## src/rtl/core/emarat_pkg.sv

```systemverilog
// Shared constants, codes and control bundles of the adaptive threshold unit.
`timescale 1ns / 1ps
package emarat_pkg;

  // Default sizes handed to the top level
  localparam int TIME_BITS_DEFAULT          = 40;
  localparam int THRESHOLD_BITS_DEFAULT     = 11;
  localparam int RATE_FRACTION_BITS_DEFAULT = 31;

  // Fixed field widths
  localparam int OP_BITS        = 2;
  localparam int COUNT_BITS     = 8;
  localparam int EMA_BITS       = 32;
  localparam int ALPHA_BITS     = 17;
  localparam int CFG_INDEX_BITS = 3;
  localparam int CFG_DATA_BITS  = 32;
  localparam int MIX_SHIFT      = 16;

  // Alpha of one in Q1.16 and the half-LSB used for rounding the mix
  localparam logic [ALPHA_BITS-1:0] ALPHA_ONE = 17'h10000;
  localparam logic [15:0]           MIX_ROUND = 16'h8000;

  // Event opcodes
  localparam logic [OP_BITS-1:0] OP_SENSOR = 2'd0;
  localparam logic [OP_BITS-1:0] OP_TIMER  = 2'd1;
  localparam logic [OP_BITS-1:0] OP_RESET  = 2'd2;

  // Configuration register indexes
  localparam logic [CFG_INDEX_BITS-1:0] CFG_EMA_ALPHA         = 3'd0;
  localparam logic [CFG_INDEX_BITS-1:0] CFG_RATE_TARGET       = 3'd1;
  localparam logic [CFG_INDEX_BITS-1:0] CFG_THRESHOLD_INITIAL = 3'd2;
  localparam logic [CFG_INDEX_BITS-1:0] CFG_THRESHOLD_MIN     = 3'd3;
  localparam logic [CFG_INDEX_BITS-1:0] CFG_THRESHOLD_MAX     = 3'd4;
  localparam logic [CFG_INDEX_BITS-1:0] CFG_DEVIATIONS_NEEDED = 3'd5;

  // Register values after reset
  localparam logic [ALPHA_BITS-1:0] EMA_ALPHA_RESET         = 17'd6554;
  localparam logic [EMA_BITS-1:0]   RATE_TARGET_RESET       = 32'd596523;
  localparam logic [15:0]           THRESHOLD_INITIAL_RESET = 16'd250;
  localparam logic [15:0]           THRESHOLD_MIN_RESET     = 16'd50;
  localparam logic [15:0]           THRESHOLD_MAX_RESET     = 16'd2000;
  localparam logic [COUNT_BITS-1:0] DEVIATIONS_NEEDED_RESET = 8'd3;

  // Commands from the controller to the datapath
  typedef struct packed {
    logic capture;        // latch the incoming event
    logic div_rate_load;  // start 2^F / dt
    logic div_th_load;    // start threshold*ema / target
    logic div_step;       // one restoring divide step
    logic quot_clear;     // rate of zero for a long gap
    logic mul_new;        // alpha * rate
    logic mul_old;        // (1 - alpha) * ema
    logic mix;            // fold both products into the ema
    logic clamp;          // saturate and clamp the new threshold
    logic commit;         // update state and load the result register
  } cmd_t;

  // Status from the datapath to the controller
  typedef struct packed {
    logic [OP_BITS-1:0] opcode;
    logic               adapt_ok;  // primed and a previous wake time exists
    logic               dt_pos;    // now is later than the last wake
    logic               dt_big;    // gap longer than 2^F seconds
  } stat_t;

endpackage

```

## src/rtl/core/emarat_evt_if.sv

```systemverilog
// Event channel: opcode, time stamp and baseline flag.
`timescale 1ns / 1ps
interface emarat_evt_if #(
  parameter int TIME_BITS = emarat_pkg::TIME_BITS_DEFAULT
) ();
  logic                               valid;
  logic                               ready;
  logic [emarat_pkg::OP_BITS-1:0]     opcode;
  logic [TIME_BITS-1:0]               now_seconds;
  logic                               baseline_wake;

  modport source (output valid, opcode, now_seconds, baseline_wake, input ready);
  modport sink   (input valid, opcode, now_seconds, baseline_wake, output ready);
endinterface

```

## src/rtl/core/emarat_res_if.sv

```systemverilog
// Result channel: threshold, alarm, deviation count and rate estimate.
`timescale 1ns / 1ps
interface emarat_res_if #(
  parameter int THRESHOLD_BITS = emarat_pkg::THRESHOLD_BITS_DEFAULT
) ();
  logic                                valid;
  logic                                ready;
  logic [THRESHOLD_BITS-1:0]           act_threshold;
  logic                                alarm;
  logic [emarat_pkg::COUNT_BITS-1:0]   deviation_count;
  logic [emarat_pkg::EMA_BITS-1:0]     rate_estimate;

  modport source (output valid, act_threshold, alarm, deviation_count, rate_estimate,
                  input ready);
  modport sink   (input valid, act_threshold, alarm, deviation_count, rate_estimate,
                  output ready);
endinterface

```

## src/rtl/core/emarat_cfg_if.sv

```systemverilog
// Configuration write channel: register index and write data.
`timescale 1ns / 1ps
interface emarat_cfg_if ();
  logic                                    valid;
  logic                                    ready;
  logic [emarat_pkg::CFG_INDEX_BITS-1:0]   index;
  logic [emarat_pkg::CFG_DATA_BITS-1:0]    data;

  modport source (output valid, index, data, input ready);
  modport sink   (input valid, index, data, output ready);
endinterface

```

## src/rtl/core/emarat_regs.sv

```systemverilog
// Configuration register file of the adaptive threshold unit.
`timescale 1ns / 1ps
module emarat_regs #(
  parameter int THRESHOLD_BITS = emarat_pkg::THRESHOLD_BITS_DEFAULT
) (
  input  logic                                clk,
  input  logic                                rst,
  emarat_cfg_if.sink                          cfg,
  output logic [emarat_pkg::ALPHA_BITS-1:0]   ema_alpha,
  output logic [emarat_pkg::EMA_BITS-1:0]     rate_target,
  output logic [THRESHOLD_BITS-1:0]           threshold_initial,
  output logic [THRESHOLD_BITS-1:0]           threshold_min,
  output logic [THRESHOLD_BITS-1:0]           threshold_max,
  output logic [emarat_pkg::COUNT_BITS-1:0]   deviations_needed
);

  // Writes are taken whenever valid, so the channel never stalls
  assign cfg.ready = 1'b1;

  // Decode the index and take the low bits of the write data
  always_ff @(posedge clk) begin
    if (rst) begin
      ema_alpha         <= emarat_pkg::EMA_ALPHA_RESET;
      rate_target       <= emarat_pkg::RATE_TARGET_RESET;
      threshold_initial <= emarat_pkg::THRESHOLD_INITIAL_RESET[THRESHOLD_BITS-1:0];
      threshold_min     <= emarat_pkg::THRESHOLD_MIN_RESET[THRESHOLD_BITS-1:0];
      threshold_max     <= emarat_pkg::THRESHOLD_MAX_RESET[THRESHOLD_BITS-1:0];
      deviations_needed <= emarat_pkg::DEVIATIONS_NEEDED_RESET;
    end else if (cfg.valid) begin
      case (cfg.index)
        emarat_pkg::CFG_EMA_ALPHA: begin
          ema_alpha <= cfg.data[emarat_pkg::ALPHA_BITS-1:0];
        end
        emarat_pkg::CFG_RATE_TARGET: begin
          rate_target <= cfg.data[emarat_pkg::EMA_BITS-1:0];
        end
        emarat_pkg::CFG_THRESHOLD_INITIAL: begin
          threshold_initial <= cfg.data[THRESHOLD_BITS-1:0];
        end
        emarat_pkg::CFG_THRESHOLD_MIN: begin
          threshold_min <= cfg.data[THRESHOLD_BITS-1:0];
        end
        emarat_pkg::CFG_THRESHOLD_MAX: begin
          threshold_max <= cfg.data[THRESHOLD_BITS-1:0];
        end
        emarat_pkg::CFG_DEVIATIONS_NEEDED: begin
          deviations_needed <= cfg.data[emarat_pkg::COUNT_BITS-1:0];
        end
        default: begin
        end
      endcase
    end
  end

endmodule

```

## src/rtl/core/emarat_ctrl.sv

```systemverilog
// Controller state machine: sequences the divider, multiplier and commit.
`timescale 1ns / 1ps
module emarat_ctrl #(
  parameter int THRESHOLD_BITS     = emarat_pkg::THRESHOLD_BITS_DEFAULT,
  parameter int RATE_FRACTION_BITS = emarat_pkg::RATE_FRACTION_BITS_DEFAULT
) (
  input  logic              clk,
  input  logic              rst,
  input  logic              evt_valid,
  output logic              evt_ready,
  output logic              res_valid,
  input  logic              res_ready,
  output emarat_pkg::cmd_t  cmd,
  input  emarat_pkg::stat_t stat
);

  localparam int PROD_W = THRESHOLD_BITS + emarat_pkg::EMA_BITS;
  localparam int CNT_W  = $clog2(PROD_W + 1);
  localparam logic [CNT_W-1:0] RATE_STEPS = CNT_W'(RATE_FRACTION_BITS + 1);
  localparam logic [CNT_W-1:0] TH_STEPS   = CNT_W'(PROD_W);
  localparam logic [CNT_W-1:0] LAST_STEP  = CNT_W'(1);

  typedef enum logic [9:0] {
    S_IDLE     = 10'b00_0000_0001,
    S_DECIDE   = 10'b00_0000_0010,
    S_DIV_RATE = 10'b00_0000_0100,
    S_MUL_NEW  = 10'b00_0000_1000,
    S_MUL_OLD  = 10'b00_0001_0000,
    S_MIX      = 10'b00_0010_0000,
    S_MUL_TH   = 10'b00_0100_0000,
    S_DIV_TH   = 10'b00_1000_0000,
    S_CLAMP    = 10'b01_0000_0000,
    S_COMMIT   = 10'b10_0000_0000
  } state_t;

  state_t           state;
  state_t           state_next;
  logic [CNT_W-1:0] step_cnt;
  logic [CNT_W-1:0] step_cnt_next;
  logic             out_free;

  // Result slot is free when empty or being drained this cycle
  assign out_free  = !res_valid || res_ready;
  assign evt_ready = (state == S_IDLE);

  // Next state and commands
  always_comb begin
    state_next    = state;
    step_cnt_next = step_cnt;
    cmd           = '0;
    case (state)
      S_IDLE: begin
        if (evt_valid) begin
          cmd.capture = 1'b1;
          state_next  = S_DECIDE;
        end
      end
      S_DECIDE: begin
        if ((stat.opcode inside {emarat_pkg::OP_SENSOR, emarat_pkg::OP_TIMER}) &&
            stat.adapt_ok && stat.dt_pos) begin
          if (stat.dt_big) begin
            cmd.quot_clear = 1'b1;
            state_next     = S_MUL_NEW;
          end else begin
            cmd.div_rate_load = 1'b1;
            step_cnt_next     = RATE_STEPS;
            state_next        = S_DIV_RATE;
          end
        end else begin
          state_next = S_COMMIT;
        end
      end
      S_DIV_RATE: begin
        cmd.div_step  = 1'b1;
        step_cnt_next = step_cnt - LAST_STEP;
        if (step_cnt == LAST_STEP) begin
          state_next = S_MUL_NEW;
        end
      end
      S_MUL_NEW: begin
        cmd.mul_new = 1'b1;
        state_next  = S_MUL_OLD;
      end
      S_MUL_OLD: begin
        cmd.mul_old = 1'b1;
        state_next  = S_MIX;
      end
      S_MIX: begin
        cmd.mix    = 1'b1;
        state_next = S_MUL_TH;
      end
      S_MUL_TH: begin
        cmd.div_th_load = 1'b1;
        step_cnt_next   = TH_STEPS;
        state_next      = S_DIV_TH;
      end
      S_DIV_TH: begin
        cmd.div_step  = 1'b1;
        step_cnt_next = step_cnt - LAST_STEP;
        if (step_cnt == LAST_STEP) begin
          state_next = S_CLAMP;
        end
      end
      S_CLAMP: begin
        cmd.clamp  = 1'b1;
        state_next = S_COMMIT;
      end
      S_COMMIT: begin
        // Hold until the result register can take the beat
        if (out_free) begin
          cmd.commit = 1'b1;
          state_next = S_IDLE;
        end
      end
      default: begin
        state_next = S_IDLE;
      end
    endcase
  end

  // State, step counter and result valid
  always_ff @(posedge clk) begin
    if (rst) begin
      state     <= S_IDLE;
      step_cnt  <= '0;
      res_valid <= 1'b0;
    end else begin
      state    <= state_next;
      step_cnt <= step_cnt_next;
      if (cmd.commit) begin
        res_valid <= 1'b1;
      end else if (res_ready) begin
        res_valid <= 1'b0;
      end
    end
  end

endmodule

```

## src/rtl/core/emarat_dpath.sv

```systemverilog
// Datapath: event state, shared multiplier, restoring divider, result register.
`timescale 1ns / 1ps
module emarat_dpath #(
  parameter int TIME_BITS          = emarat_pkg::TIME_BITS_DEFAULT,
  parameter int THRESHOLD_BITS     = emarat_pkg::THRESHOLD_BITS_DEFAULT,
  parameter int RATE_FRACTION_BITS = emarat_pkg::RATE_FRACTION_BITS_DEFAULT
) (
  input  logic                                clk,
  input  logic                                rst,
  input  emarat_pkg::cmd_t                    cmd,
  output emarat_pkg::stat_t                   stat,
  input  logic [emarat_pkg::OP_BITS-1:0]      opcode,
  input  logic [TIME_BITS-1:0]                now_seconds,
  input  logic                                baseline_wake,
  input  logic [emarat_pkg::ALPHA_BITS-1:0]   ema_alpha,
  input  logic [emarat_pkg::EMA_BITS-1:0]     rate_target,
  input  logic [THRESHOLD_BITS-1:0]           threshold_initial,
  input  logic [THRESHOLD_BITS-1:0]           threshold_min,
  input  logic [THRESHOLD_BITS-1:0]           threshold_max,
  input  logic [emarat_pkg::COUNT_BITS-1:0]   deviations_needed,
  output logic [THRESHOLD_BITS-1:0]           act_threshold,
  output logic                                alarm,
  output logic [emarat_pkg::COUNT_BITS-1:0]   deviation_count,
  output logic [emarat_pkg::EMA_BITS-1:0]     rate_estimate
);

  localparam int EW     = emarat_pkg::EMA_BITS;
  localparam int AW     = emarat_pkg::ALPHA_BITS;
  localparam int CW     = emarat_pkg::COUNT_BITS;
  localparam int PROD_W = THRESHOLD_BITS + EW;
  localparam int MUL_W  = AW + EW;
  localparam logic [TIME_BITS-1:0] DT_LIMIT = TIME_BITS'(1) << RATE_FRACTION_BITS;
  localparam logic [PROD_W-1:0]    DVD_RATE = PROD_W'(1) << (PROD_W - 1);
  localparam logic [CW-1:0]        CNT_ONE  = CW'(1);

  // Latched event
  logic [emarat_pkg::OP_BITS-1:0] op_r;
  logic [TIME_BITS-1:0]           now_r;
  logic                           base_r;

  // Persistent state
  logic                      primed;
  logic [TIME_BITS-1:0]      last_time;
  logic [EW-1:0]             ema;
  logic [THRESHOLD_BITS-1:0] cur_th;
  logic [CW-1:0]             dev_cnt;

  // Products and divider
  logic [MUL_W-1:0]  acc_new;
  logic [MUL_W-1:0]  acc_old;
  logic [PROD_W-1:0] dvd;
  logic [PROD_W-1:0] quot;
  logic [EW-1:0]     rem;
  logic [EW-1:0]     dsr;

  // Combinational values
  logic [TIME_BITS-1:0]      dt;
  logic [AW-1:0]             alpha_sat;
  logic [AW-1:0]             alpha_rest;
  logic [AW-1:0]             mul_a;
  logic [EW-1:0]             mul_b;
  logic [MUL_W-1:0]          mul_p;
  logic [MUL_W:0]            mix_sum;
  logic [EW-1:0]             target_div;
  logic [EW:0]               rem_sh;
  logic [EW+1:0]             diff;
  logic                      q_bit;
  logic [THRESHOLD_BITS-1:0] q_sat;
  logic [THRESHOLD_BITS-1:0] t_lo;
  logic [THRESHOLD_BITS-1:0] t_clamp;
  logic [CW-1:0]             cnt_inc;

  // Commit values
  logic                      primed_next;
  logic [TIME_BITS-1:0]      last_time_next;
  logic [EW-1:0]             ema_next;
  logic [THRESHOLD_BITS-1:0] cur_th_next;
  logic [CW-1:0]             dev_cnt_next;
  logic                      alarm_next;

  // Status for the controller
  assign dt              = now_r - last_time;
  assign stat.opcode     = op_r;
  assign stat.adapt_ok   = primed && (last_time != '0);
  assign stat.dt_pos     = now_r > last_time;
  assign stat.dt_big     = dt > DT_LIMIT;

  // Alpha above one acts as one
  assign alpha_sat  = ema_alpha[AW-1] ? emarat_pkg::ALPHA_ONE : ema_alpha;
  assign alpha_rest = emarat_pkg::ALPHA_ONE - alpha_sat;

  // Shared multiplier: alpha*rate, (1-alpha)*ema, threshold*ema
  always_comb begin
    if (cmd.mul_new) begin
      mul_a = alpha_sat;
      mul_b = quot[EW-1:0];
    end else if (cmd.mul_old) begin
      mul_a = alpha_rest;
      mul_b = ema;
    end else begin
      mul_a = AW'(cur_th);
      mul_b = ema;
    end
  end
  assign mul_p = mul_a * mul_b;

  // Round half up and keep 32 bits of the mix
  assign mix_sum = {1'b0, acc_new} + {1'b0, acc_old} + (MUL_W + 1)'(emarat_pkg::MIX_ROUND);

  // A zero target divides as one
  assign target_div = (rate_target == '0) ? EW'(1) : rate_target;

  // One restoring divide step
  assign rem_sh = {rem, dvd[PROD_W-1]};
  assign diff   = {1'b0, rem_sh} - {2'b00, dsr};
  assign q_bit  = ~diff[EW+1];

  // Saturate, raise to min, then lower to max
  assign q_sat   = (quot[PROD_W-1:THRESHOLD_BITS] != '0) ? '1 : quot[THRESHOLD_BITS-1:0];
  assign t_lo    = (q_sat < threshold_min) ? threshold_min : q_sat;
  assign t_clamp = (t_lo > threshold_max) ? threshold_max : t_lo;

  // Per-op state update at commit
  assign cnt_inc = dev_cnt + CNT_ONE;
  always_comb begin
    primed_next    = primed;
    last_time_next = last_time;
    ema_next       = ema;
    cur_th_next    = cur_th;
    dev_cnt_next   = dev_cnt;
    alarm_next     = 1'b0;
    case (op_r)
      emarat_pkg::OP_SENSOR: begin
        primed_next    = 1'b1;
        last_time_next = now_r;
        if (base_r) begin
          dev_cnt_next = '0;
        end else if (cnt_inc >= deviations_needed) begin
          alarm_next   = 1'b1;
          dev_cnt_next = '0;
        end else begin
          dev_cnt_next = cnt_inc;
        end
      end
      emarat_pkg::OP_TIMER: begin
        primed_next = 1'b1;
      end
      emarat_pkg::OP_RESET: begin
        primed_next    = 1'b0;
        last_time_next = '0;
        ema_next       = rate_target;
        cur_th_next    = threshold_initial;
        dev_cnt_next   = '0;
      end
      default: begin
      end
    endcase
  end

  // Persistent state
  always_ff @(posedge clk) begin
    if (rst) begin
      primed    <= 1'b0;
      last_time <= '0;
      ema       <= emarat_pkg::RATE_TARGET_RESET;
      cur_th    <= emarat_pkg::THRESHOLD_INITIAL_RESET[THRESHOLD_BITS-1:0];
      dev_cnt   <= '0;
    end else if (cmd.commit) begin
      primed    <= primed_next;
      last_time <= last_time_next;
      ema       <= ema_next;
      cur_th    <= cur_th_next;
      dev_cnt   <= dev_cnt_next;
    end else begin
      if (cmd.mix) begin
        ema <= mix_sum[emarat_pkg::MIX_SHIFT +: EW];
      end
      if (cmd.clamp) begin
        cur_th <= t_clamp;
      end
    end
  end

  // Event latch and products
  always_ff @(posedge clk) begin
    if (cmd.capture) begin
      op_r   <= opcode;
      now_r  <= now_seconds;
      base_r <= baseline_wake;
    end
    if (cmd.mul_new) begin
      acc_new <= mul_p;
    end
    if (cmd.mul_old) begin
      acc_old <= mul_p;
    end
  end

  // Divider: load, clear or shift one quotient bit in
  always_ff @(posedge clk) begin
    if (cmd.div_rate_load) begin
      dvd  <= DVD_RATE;
      rem  <= '0;
      quot <= '0;
      dsr  <= dt[EW-1:0];
    end else if (cmd.div_th_load) begin
      dvd  <= mul_p[PROD_W-1:0];
      rem  <= '0;
      quot <= '0;
      dsr  <= target_div;
    end else if (cmd.quot_clear) begin
      quot <= '0;
    end else if (cmd.div_step) begin
      dvd  <= {dvd[PROD_W-2:0], 1'b0};
      rem  <= q_bit ? diff[EW-1:0] : rem_sh[EW-1:0];
      quot <= {quot[PROD_W-2:0], q_bit};
    end
  end

  // Result register
  always_ff @(posedge clk) begin
    if (cmd.commit) begin
      act_threshold   <= cur_th_next;
      alarm           <= alarm_next;
      deviation_count <= dev_cnt_next;
      rate_estimate   <= ema_next;
    end
  end

endmodule

```

## src/rtl/core/ema_rate_adaptive_threshold_unit.sv

```systemverilog
// Top level of the EMA wake-rate adaptive activity threshold unit.
`timescale 1ns / 1ps
// Takes one event beat at a time and returns one result beat per event. A sensor
// or timer wake that adapts runs two divides, one quotient bit per cycle through
// a single shared restoring divider. Wakes that only prime or record time, resets
// and unused opcodes go straight to the commit; a gap longer than
// 2^RATE_FRACTION_BITS seconds skips the first divide. One result register
// buffers the output, so a new event is taken while the previous result waits.
// Configuration writes must be made while idle.
module ema_rate_adaptive_threshold_unit #(
  parameter int TIME_BITS          = emarat_pkg::TIME_BITS_DEFAULT,
  parameter int THRESHOLD_BITS     = emarat_pkg::THRESHOLD_BITS_DEFAULT,
  parameter int RATE_FRACTION_BITS = emarat_pkg::RATE_FRACTION_BITS_DEFAULT
) (
  input  logic       clk,
  input  logic       rst,
  emarat_evt_if.sink evt,
  emarat_res_if.source res,
  emarat_cfg_if.sink cfg
);

  emarat_pkg::cmd_t  cmd;
  emarat_pkg::stat_t stat;

  logic [emarat_pkg::ALPHA_BITS-1:0] ema_alpha;
  logic [emarat_pkg::EMA_BITS-1:0]   rate_target;
  logic [THRESHOLD_BITS-1:0]         threshold_initial;
  logic [THRESHOLD_BITS-1:0]         threshold_min;
  logic [THRESHOLD_BITS-1:0]         threshold_max;
  logic [emarat_pkg::COUNT_BITS-1:0] deviations_needed;

  // Configuration registers
  emarat_regs #(
    .THRESHOLD_BITS (THRESHOLD_BITS)
  ) u_regs (
    .clk               (clk),
    .rst               (rst),
    .cfg               (cfg),
    .ema_alpha         (ema_alpha),
    .rate_target       (rate_target),
    .threshold_initial (threshold_initial),
    .threshold_min     (threshold_min),
    .threshold_max     (threshold_max),
    .deviations_needed (deviations_needed)
  );

  // Sequencer
  emarat_ctrl #(
    .THRESHOLD_BITS     (THRESHOLD_BITS),
    .RATE_FRACTION_BITS (RATE_FRACTION_BITS)
  ) u_ctrl (
    .clk       (clk),
    .rst       (rst),
    .evt_valid (evt.valid),
    .evt_ready (evt.ready),
    .res_valid (res.valid),
    .res_ready (res.ready),
    .cmd       (cmd),
    .stat      (stat)
  );

  // Arithmetic and state
  emarat_dpath #(
    .TIME_BITS          (TIME_BITS),
    .THRESHOLD_BITS     (THRESHOLD_BITS),
    .RATE_FRACTION_BITS (RATE_FRACTION_BITS)
  ) u_dpath (
    .clk               (clk),
    .rst               (rst),
    .cmd               (cmd),
    .stat              (stat),
    .opcode            (evt.opcode),
    .now_seconds       (evt.now_seconds),
    .baseline_wake     (evt.baseline_wake),
    .ema_alpha         (ema_alpha),
    .rate_target       (rate_target),
    .threshold_initial (threshold_initial),
    .threshold_min     (threshold_min),
    .threshold_max     (threshold_max),
    .deviations_needed (deviations_needed),
    .act_threshold     (res.act_threshold),
    .alarm             (res.alarm),
    .deviation_count   (res.deviation_count),
    .rate_estimate     (res.rate_estimate)
  );

endmodule
```

## src/flat_wrapper.sv

```systemverilog
// flat-port wrapper written by rule: the top's interface ports become plain ports
module ema_rate_adaptive_threshold_unit_flat 
#(
  parameter int TIME_BITS          = emarat_pkg::TIME_BITS_DEFAULT,
  parameter int THRESHOLD_BITS     = emarat_pkg::THRESHOLD_BITS_DEFAULT,
  parameter int RATE_FRACTION_BITS = emarat_pkg::RATE_FRACTION_BITS_DEFAULT
)
  (clk, rst, evt_valid, evt_opcode, evt_now_seconds, evt_baseline_wake, evt_ready, res_valid, res_act_threshold, res_alarm, res_deviation_count, res_rate_estimate, res_ready, cfg_valid, cfg_index, cfg_data, cfg_ready);
  emarat_evt_if #(.TIME_BITS(TIME_BITS)) evt_i ();
  emarat_res_if #(.THRESHOLD_BITS(THRESHOLD_BITS)) res_i ();
  emarat_cfg_if cfg_i ();
  input  logic clk;
  input  logic rst;
  input wire logic [$bits(evt_i.valid)-1:0] evt_valid;
  input wire logic [$bits(evt_i.opcode)-1:0] evt_opcode;
  input wire logic [$bits(evt_i.now_seconds)-1:0] evt_now_seconds;
  input wire logic [$bits(evt_i.baseline_wake)-1:0] evt_baseline_wake;
  output wire logic [$bits(evt_i.ready)-1:0] evt_ready;
  output wire logic [$bits(res_i.valid)-1:0] res_valid;
  output wire logic [$bits(res_i.act_threshold)-1:0] res_act_threshold;
  output wire logic [$bits(res_i.alarm)-1:0] res_alarm;
  output wire logic [$bits(res_i.deviation_count)-1:0] res_deviation_count;
  output wire logic [$bits(res_i.rate_estimate)-1:0] res_rate_estimate;
  input wire logic [$bits(res_i.ready)-1:0] res_ready;
  input wire logic [$bits(cfg_i.valid)-1:0] cfg_valid;
  input wire logic [$bits(cfg_i.index)-1:0] cfg_index;
  input wire logic [$bits(cfg_i.data)-1:0] cfg_data;
  output wire logic [$bits(cfg_i.ready)-1:0] cfg_ready;
  assign evt_i.valid = evt_valid;
  assign evt_i.opcode = evt_opcode;
  assign evt_i.now_seconds = evt_now_seconds;
  assign evt_i.baseline_wake = evt_baseline_wake;
  assign evt_ready = evt_i.ready;
  assign res_valid = res_i.valid;
  assign res_act_threshold = res_i.act_threshold;
  assign res_alarm = res_i.alarm;
  assign res_deviation_count = res_i.deviation_count;
  assign res_rate_estimate = res_i.rate_estimate;
  assign res_i.ready = res_ready;
  assign cfg_i.valid = cfg_valid;
  assign cfg_i.index = cfg_index;
  assign cfg_i.data = cfg_data;
  assign cfg_ready = cfg_i.ready;
  ema_rate_adaptive_threshold_unit #(.TIME_BITS(TIME_BITS), .THRESHOLD_BITS(THRESHOLD_BITS), .RATE_FRACTION_BITS(RATE_FRACTION_BITS)) u_core (.clk(clk), .rst(rst), .evt(evt_i), .res(res_i), .cfg(cfg_i));
endmodule
```

## config.mk

```make
export PLATFORM = sky130hd
export DESIGN_NAME = ema_rate_adaptive_threshold_unit_flat
export DESIGN_NICKNAME = d
export VERILOG_FILES = /design/src/rtl/core/emarat_pkg.sv /design/src/rtl/core/emarat_evt_if.sv /design/src/rtl/core/emarat_res_if.sv /design/src/rtl/core/emarat_cfg_if.sv /design/src/rtl/core/emarat_regs.sv /design/src/rtl/core/emarat_ctrl.sv /design/src/rtl/core/emarat_dpath.sv /design/src/rtl/core/ema_rate_adaptive_threshold_unit.sv /design/src/flat_wrapper.sv
export SDC_FILE = /design/constraint.sdc
export NUM_CORES = 2
export LEC_CHECK = 0
export BUFFER_PORTS_ARGS = -buffer_cell sky130_fd_sc_hd__buf_2
export CAP_MARGIN = 10
export CORE_ASPECT_RATIO = 1.25
export CORE_MARGIN = 5
export CORE_UTILIZATION = 50
export DETAILED_ROUTE_END_ITERATION = 8
export PLACE_DENSITY = 0.66
export RECOVER_POWER = 50
export SLEW_MARGIN = 5
export SYNTH_ARGS = -nofsm -noshare
export SYNTH_HDL_FRONTEND = slang
export SYNTH_HIERARCHICAL = 1
export SYNTH_SLANG_ARGS = --single-unit
```

## constraint.sdc

```tcl
create_clock -name clk -period 14.2 [get_ports clk]
set_input_delay 1.42 -clock clk [delete_from_list [all_inputs] [get_ports clk]]
set_output_delay 1.42 -clock clk [all_outputs]
set_load 0.02 [all_outputs]
```

==> results.cfg <==
[clock_tree]
post_cts_resized = 0
cts-root-buf = clkbuf_16
clock-sinks = 540
tritoncts = done
htree_levels = 2
insertion_delay_ns = 0.64
clockBufferDepth = 3
postCtsHoldBufs = 0
numCtsBuffers = 53
cts.clk_slew.worst_paths_ns = 0.07
cts_setup_buffers = 0

[detailed_routing]
finalWirelength_um = 136000
vias = 36900
drc_errors = 0
wl_per_cell_um = 21.2
antenna_left = 0
drt_iter0_drc = 2586
vias_per_cell = 5.74
first_pass_iters = 6

[finish]
syn2layout_area_growth_pct = 7.12
diodes = 0
nNetsFinal = 6027
num-fill-cells = 8484
drive_gt1_frac = 0.0571

[die]
fp.dieArea_mm2 = 0.100
io_pins = 138
start_util = 0.504
num_rows = 125
die_y_um = 353
coreArea_mm2 = 0.0931
die_x_um = 284

[timing]
tns_ns = 0
hold_viol_final = 0
skew_ns = 0.0377
setup_ws_ns = 2.65
rsz0062_at_grt = no
slew_violations = 642
timing.final.crit_period_ns = 11.55
fin_crit_sh = 0.813
slew_headroom = -1.30
worstMarginPinSlew_ns = 3.45
max_freq_ghz = 0.0866
setup_violations = 0

[power_and_ir_drop]
ir_worst_vdd_uv = 73.9
p_leak_nw = 22.7
p_per_area_mw_per_mm2 = 71.6

[critical_path]
crit_fanout = 55
required_ns = 14.72
arrival_ns = 12.06
critPathMaxStageDelay_ns = 1.89
worst_setup_path_start_kind = flop
cpMaxStageDelayCell = and4_1
cp_common_cell = fa_1
critPathKind = reg -> reg
end_kind = flop

[min_path]
hp-class = reg -> reg

[outcome]
status = finished with violations
violations = max-capacitance violations, max-slew violations

[global_route]
grt_pass1_vias = 38000
gr-total-overflow = 0
grt_max_degree = 92
grt_usage = 0.268
antenna_found_initial = 2
grt_pass1_wl_um = 213000

[logic_synthesis]
yosys_warnings = 6
synth_flop_cell = dfxtp_1
avgSynthCellArea_um2 = 9.05
syn_inst = 5188
synth_edf_count = 223
postSynthNetCount = 6036
syn_area_mm2 = 0.0469
synth_cell_types = 97
yosysTopAreaCellShare = 0.192
synth-seq-cells = 540
yosysTopAreaCell = fa_1
yosys-top-cells-area = fa_1 (19%), edfxtp_1 (14%), dfxtp_1 (14%)
async_flop_share = 0
yosysSeqAreaShare = 0.278

[place]
globalplace.congestion = 0.969
preCtsSetupSlack_ns = 4.31
portBuffers = 136
post-dp-hpwl_um = 107000

[run]
drv_cap = 13
placed cells by master (no fill, tap or decap), drive strengths merged, types with 12 or more instances in the layout:
cell type    n
nor3b       53
o211ai      16
clkbuf     142
or3         33
clkinv      12
a31oi       34
ha         315
nor3        74
nand4       36
nand2      640
nand3       56
xnor2       68
nor2b       37
o21a        36
dfxtp      317
nand2b     121
xor2        52
a311oi      31
o21ai      152
buf        118
and2        55
a21boi      15
inv        746
fa         450
mux2i      191
nor4        38
a21o       114
nor2       413
a211oi      39
edfxtp     223
a21oi      289
and3        37
mux2        94
logic make-up after synthesis:
group / count (synthesis) / share of synthesized area
DFF: 540 / 0.278
buffers and inverters: 992 / 0.0810
muxes: 285 / 0.0633
other: 1 / 0.0000799
xor gates and xnor gates: 120 / 0.0224
adders and majority gates: 765 / 0.276
AOI/OAI and AO/OA: 852 / 0.116
and+or+nand+nor: 1633 / 0.163
flip-flops by register name, indices dropped and copies added, names as in the netlist, 10 cells and up:
register	cells
u_core/u_ctrl/state	10
u_core/u_dpath/acc_new	48
u_core/u_dpath/acc_old	48
u_core/u_dpath/act_threshold	11
u_core/u_dpath/cur_th	11
u_core/u_dpath/dsr	32
u_core/u_dpath/dvd	43
u_core/u_dpath/ema	32
u_core/u_dpath/last_time	40
u_core/u_dpath/now_r	40
u_core/u_dpath/quot	43
u_core/u_dpath/rate_estimate	32
u_core/u_dpath/rem	32
u_core/u_regs/ema_alpha	17
u_core/u_regs/rate_target	32
u_core/u_regs/threshold_initial	11
u_core/u_regs/threshold_max	11
u_core/u_regs/threshold_min	11
cells in the mapped netlist (17+ instances only):
cell	n
nor3b_1	52
or3_1	31
buf_1	17
nand4_1	36
and3_1	36
a21o_1	114
xnor2_1	68
nand3_1	56
nor4_1	35
and2_1	53
nand2b_1	121
mux2_2	89
fa_1	450
mux2i_1	191
xor2_1	52
nor2_1	413
a31oi_1	34
clkbuf_1	208
a311oi_1	31
nand2_1	640
o21a_1	36
inv_1	742
dfxtp_1	317
edfxtp_1	223
a211oi_1	37
ha_1	315
nor2b_1	37
a21oi_1	289
nor3_1	74
o21ai_0	145
critical path, delay by kind of cell (launching register included):
| kind | cells | cell delay (ns) |
|---|---|---|
| and+or+nand+nor | 7 | 3.46 |
| adders and majority gates | 7 | 2.98 |
| AOI/OAI and AO/OA | 7 | 1.72 |
| buffers and inverters | 5 | 1.64 |
| muxes | 1 | 0.95 |
| DFF | 1 | 0.35 |
| xor gates and xnor gates | 1 | 0.32 |
final cells by class:
| cell class | instances | area (µm²) | area share |
|---|---|---|---|
| repair buffers | 183 | 930 | 0.0185 |
| inverters | 745 | 2810 | 0.0559 |
| flip-flops and latches | 540 | 13000 | 0.259 |
| well taps | 1206 | 1510 | 0.0300 |
| clock inverters | 22 | 236 | 0.00470 |
| clock buffers | 77 | 1500 | 0.0298 |
| multi-input cells | 3656 | 30300 | 0.602 |
stage by stage:
step | total power [mW] | util | instance area [µm²] | hold slack (ns) | cells
2_1_floorplan | 2.03 | - | 46900 | 0.445 | 5188
3_3_place_gp | 2.19 | 0.523 | 48700 | 0.463 | 6330
3_5_place_dp | 2.19 | 0.523 | 48700 | 0.467 | 6330
4_1_cts | 3.62 | 0.542 | 50400 | 0.477 | 6429
5_1_grt | 3.74 | 0.540 | 50300 | 0.495 | 6429
6_report | 3.60 | 0.540 | 50300 | 0.477 | 6429
routing by layer:
| layer | vias up | GRT usage | wire, µm |
|---|---|---|---|
| li1 | 17200 | - | - |
| met1 | 18200 | 0.321 | 53700 |
| met2 | 1135 | 0.481 | 68500 |
| met3 | 306 | 0.0312 | 6830 |
| met4 | 0 | 0.123 | 7330 |
| met5 | - | 0 | 0 |
path summary, 6_finish.rpt:
path	from	end	slack (ns)	cells after the start
min	u_core/u_dpath/dvd[35]$_SDFFE_PP0P_	u_core/u_dpath/dvd[36]$_SDFFE_PP0P_	0.48	2
max reg2reg	u_core/u_ctrl/state[4]$_SDFFE_PP0P_	u_core/u_dpath/dvd[29]$_SDFFE_PP0P_	2.65	28
min reg2reg	u_core/u_dpath/dvd[35]$_SDFFE_PP0P_	u_core/u_dpath/dvd[36]$_SDFFE_PP0P_	0.48	2
max	u_core/u_ctrl/state[4]$_SDFFE_PP0P_	u_core/u_dpath/dvd[29]$_SDFFE_PP0P_	2.65	28
report_power, final:
part	total (mW)	switching [mW]	internal (mW)
sequential	1.67	0.0196	1.65
clock	1.44	0.631	0.808
combinational	0.491	0.315	0.176
total	3.60	0.966	2.64
Power figures use the tool's default switching activity.
